[src/rtl/planar_shadow_matrix_macros.svh]
// ----------------------------------------------------------------------------
// planar_shadow_matrix assertion macros
// Concurrent checks clocked on clk, masked while rst is high.
// ----------------------------------------------------------------------------
`ifndef PLANAR_SHADOW_MATRIX_MACROS_SVH
`define PLANAR_SHADOW_MATRIX_MACROS_SVH

// implication checked every cycle outside reset
`define PSM_ASSERT(lbl, prop, msg) \
  lbl: assert property (@(posedge clk) disable iff (rst) prop) else $error(msg);

// invariant checked every cycle outside reset
`define PSM_INVARIANT(lbl, expr, msg) \
  lbl: assert property (@(posedge clk) disable iff (rst) (expr)) else $error(msg);

`endif

[src/rtl/psm_pkg.sv]
// ----------------------------------------------------------------------------
// psm_pkg
// Shared types, constants and helpers for the planar shadow matrix block.
// ----------------------------------------------------------------------------
`default_nettype none

package psm_pkg;

  localparam int FRAC_BITS = 16;
  localparam int DATA_W    = 32;
  localparam int REG_IDX_W = 3;

  typedef logic signed [DATA_W-1:0] q_t;

  localparam q_t ONE_Q = q_t'(64'd1 << FRAC_BITS);

  typedef enum logic [REG_IDX_W-1:0] {
    REG_LIGHT_X = 3'd0,
    REG_LIGHT_Y = 3'd1,
    REG_LIGHT_Z = 3'd2,
    REG_LIGHT_W = 3'd3
  } reg_idx_t;

  typedef struct packed {
    logic signed [DATA_W-1:0] p0_x;
    logic signed [DATA_W-1:0] p0_y;
    logic signed [DATA_W-1:0] p0_z;
    logic signed [DATA_W-1:0] p1_x;
    logic signed [DATA_W-1:0] p1_y;
    logic signed [DATA_W-1:0] p1_z;
    logic signed [DATA_W-1:0] p2_x;
    logic signed [DATA_W-1:0] p2_y;
    logic signed [DATA_W-1:0] p2_z;
  } tri_item_t;

  typedef struct packed {
    logic [1:0]               row_index;
    logic signed [DATA_W-1:0] entry_0;
    logic signed [DATA_W-1:0] entry_1;
    logic signed [DATA_W-1:0] entry_2;
    logic signed [DATA_W-1:0] entry_3;
    logic                     last_row;
  } row_item_t;

  // plane handed from front to back: unit normal and offset
  typedef struct packed {
    logic signed [DATA_W-1:0] nx;
    logic signed [DATA_W-1:0] ny;
    logic signed [DATA_W-1:0] nz;
    logic signed [DATA_W-1:0] d;
  } plane_t;

  function automatic q_t sat32(input logic signed [63:0] v);
    q_t r;
    if (v > 64'sd2147483647) begin
      r = 32'sh7fffffff;
    end else if (v < -64'sd2147483648) begin
      r = 32'sh80000000;
    end else begin
      r = v[DATA_W-1:0];
    end
    return r;
  endfunction

endpackage

`default_nettype wire

[src/rtl/psm_queue.sv]
// ----------------------------------------------------------------------------
// psm_queue
// Two-entry plane queue between the front sequencer and the row generator.
// ----------------------------------------------------------------------------
`default_nettype none

module psm_queue (
  input  logic            clk,
  input  logic            rst,
  input  logic            push,
  input  psm_pkg::plane_t push_data,
  output logic            full,
  input  logic            pop,
  output psm_pkg::plane_t pop_data,
  output logic            empty
);
  import psm_pkg::*;

  plane_t     mem [2];
  logic       wr_ptr;
  logic       rd_ptr;
  logic [1:0] count;

  assign full     = (count == 2'd2);
  assign empty    = (count == 2'd0);
  assign pop_data = mem[rd_ptr];

  always_ff @(posedge clk) begin
    if (push) begin
      mem[wr_ptr] <= push_data;
    end
  end

  always_ff @(posedge clk) begin
    if (rst) begin
      wr_ptr <= 1'b0;
      rd_ptr <= 1'b0;
      count  <= 2'd0;
    end else begin
      if (push) wr_ptr <= ~wr_ptr;
      if (pop)  rd_ptr <= ~rd_ptr;
      case ({push, pop})
        2'b10:   count <= count + 2'd1;
        2'b01:   count <= count - 2'd1;
        default: count <= count;
      endcase
    end
  end

endmodule

`default_nettype wire

[config.mk]
export PLATFORM = sky130hd
export DESIGN_NAME = psm_queue
export DESIGN_NICKNAME = d
export VERILOG_FILES = /design/src/rtl/planar_shadow_matrix_macros.svh /design/src/rtl/psm_pkg.sv /design/src/rtl/psm_queue.sv
export SDC_FILE = /design/constraint.sdc
export NUM_CORES = 1
export LEC_CHECK = 0
export BUFFER_PORTS_ARGS = -buffer_cell sky130_fd_sc_hd__buf_2
export CORE_MARGIN = 5
export CORE_UTILIZATION = 56
export DETAILED_ROUTE_END_ITERATION = 8
export PLACE_DENSITY = 0.94
export SLEW_MARGIN = 20
export SYNTH_ARGS = -nofsm -noshare
export SYNTH_HDL_FRONTEND = slang
export SYNTH_SLANG_ARGS = --single-unit
export TNS_END_PERCENT = 1
[constraint.sdc]
create_clock -name clk -period 14.5 [get_ports clk]
set_input_delay 0.725 -clock clk [delete_from_list [all_inputs] [get_ports clk]]
set_output_delay 0.725 -clock clk [all_outputs]
set_load 0.05 [all_outputs]
==> results.toml <==
[global_route]
grt_pass1_vias = 5382
grt_util_all_layers_pct = 18.4
grt_pass1_wl_mm = 28.5
use_met1_pct = 21.3
antenna_found_initial = 3
gr-usage-met2_pct = 33.1
grt_use_met3_pct = 5.73
grt-busiest-layer = "met2"
globalRouteOverflowTotal = 0
grt_max_degree = 75

[sta]
whs_ns = 0.404
setup-violations-final = 0
worst_slew_pin_slew_ns = 0.964
maxSlewViolCount = 0
finalCriticalPeriod_ns = 3.62
clock_skew_ns = 0.00659
finalCritPeriodShare_pct = 25.0
max_freq_mhz = 276
rsz0062_at_grt = "no"
timing.final.ws_setup_ns = 10.88
slew_headroom_pct = 35.7
finalHoldViolations = 0
tns_ns = 0

[placement]
post-dp-hpwl_mm = 12.6
portBuffers = 261
place_inst = 891
pre_cts_ws_ns = 11.39
place.gp.congestion = 0.774

[setup_path]
slowest_stage = "dfxtp_4"
cp.arrival_ns = 2.89
startpoint_type = "register"
cp_max_fo = 74
crit_family = "buffers and inverters"
worstPathBufferInverterCount = 2
critical_path_required_ns = 13.78
cpPeakStageDelay_ns = 0.80
crit_chain = "buf_4 -> mux2_2 -> buf_2"
path_class = "register to output port"
endpoint_kind = "output port"

[floorplanning]
die_w_um = 140
dieArea_um2 = 19500
die_y_um = 140
start_util_pct = 57.1
num_io_pins = 262
core_area_um2 = 16500
num_rows = 47

[final_layout]
area_growth_syn_to_layout_pct = 24.4
drive_above_1_share_pct = 59.9
num-fill-cells = 986
nNetsFinal = 832
n_antenna_cell = 0
final_common_cell = "buf_2"
fin_cells = 936
final_cell_mix = "261 x buf_2, 256 x edfxtp_1, 128 x mux2_2, 27 x clkbuf_16, 9 x clkinv_1"

[logic_synthesis]
synth_cell_type_count = 15
syn_area_per_cell_um2 = 22.5
muxShareOfSynthArea_pct = 15.3
yosys_warnings = 0
ys_seq_area_share_pct = 82.6
synth-simple-area-share_pct = 0.464
synth_top_family_by_area = "multiplexers"
syn-num-nets = 553
ys_seq_elements = 261
synth-compound-area-share_pct = 0.106
syn-cell-area_um2 = 9430
synth_xor_area_share_pct = 0.371
synth_adder_area_share_pct = 0.133
netlist_instances = 420

[drt]
routedWlPerCell_um = 20.0
drt_iter0_drc = 238
avgViaCountPerCell = 5.25
final_antenna_net_count = 0
wirelength_mm = 18.7
vias = 4910
dr.pass1.iters = 6
drcViolationCount = 0

[clock_network]
cts_inserted_buffers = 26
cts_sinks = 261
clock_latency_ns = 0.51
post_cts_buffers = 0
root_buffer = "clkbuf_16"
cts_tree = "done"
cts_resized = 0
clock_path_buffers = 3
cts.clk_slew.worst_paths_ns = 0.06
hold_buffers = 0
htreeDepth = 1

[pwr]
combPwrFrac_pct = 16.5
switching_share_pct = 26.9
intPower_uw = 1320
powerDensity_nw_per_um2 = 153
report.power.total_uw = 1800
clockPowerShare_pct = 33.6
power_frac_seq_pct = 50.0
ir_drop_mv = 0.117
p_leak_uw = 0.00440
switchingPower_uw = 483

[hold_path]
hp-class = "input port to register"

[status]
outcome = "finished, final reports clean"

[flow_run]
drv_cap = 0
## cell type report
| cell class | count | area [µm²] | share of cell area, % |
|---|---|---|---|
| inverters | 1 | 3.75 | 0.0320 |
| multi-input cells | 144 | 1550 | 13.2 |
| flip-flops and latches | 261 | 7790 | 66.4 |
| well taps | 220 | 275 | 2.35 |
| clock inverters | 14 | 83.8 | 0.714 |
| repair buffers | 265 | 1340 | 11.4 |
| clock buffers | 31 | 691 | 5.89 |
## through the flow
step | utilization, % | instance area (µm²)
6_report | 71.0 | 11700
4_1_cts | 71.0 | 11700
3_5_place_dp | 66.3 | 11000
2_1_floorplan | - | 9430
5_1_grt | 71.0 | 11700
3_3_place_gp | 66.3 | 11000
## sequential cells by signal, summed over array words and instances (netlist names), named ones only
name	flops
wr_ptr	1
rd_ptr	1
mem	256
count	2
## kinds of logic (layout without fill, tap and decap cells)
group                      after synthesis  after routing
DFF                                    261            261
muxes                                  128            128
buffers and inverters                   15            311
and+or+nand+nor                          9              9
xor gates and xnor gates                 4              4
AOI/OAI and AO/OA                        2              2
adders and majority gates                1              1
## final timing paths
check,startpoint,endpoint,slack [ns],cells after the start
setup / recovery,register,pop_data[61],10.88,3
hold / removal,push_data[7],mem[0][7]$_DFFE_PP_,0.40,1
setup reg to reg,wr_ptr$_SDFFE_PP0P_,mem[1][11]$_DFFE_PP_,12.08,2
hold reg to reg,count[1]$_SDFFE_PP0P_,count[1]$_SDFFE_PP0P_,0.50,2
## cells in the mapped netlist
cell	n	area [µm²]
a21oi_1	1	5.00
ha_1	1	12.5
inv_1	1	3.75
buf_2	3	15.0
mux2_2	128	1440
xnor2_1	3	26.3
and2b_2	1	8.76
or3_1	1	6.26
buf_4	11	82.6
edfxtp_1	256	7690
and2_1	1	6.26
nor2_1	6	22.5
xor2_1	1	8.76
o21ai_0	1	5.00
dfxtp_1	5	100
## layer usage
metal / wire length, µm / share of wire [%]
met1: 6770 / 36
met2: 9870 / 53
met3: 1660 / 8.8
met4: 411 / 2.2
met5: 36 / 0.19
## power by group through the flow
stage	Clock (µW)	Sequential [µW]	Combinational [µW]
4_1_cts	617	900	299
3_5_place_dp	0	915	297
3_3_place_gp	0	911	292
5_1_grt	655	902	309
6_report	604	899	296
2_1_floorplan	0	910	228
Note: power is estimated with default switching activity, not from simulation.
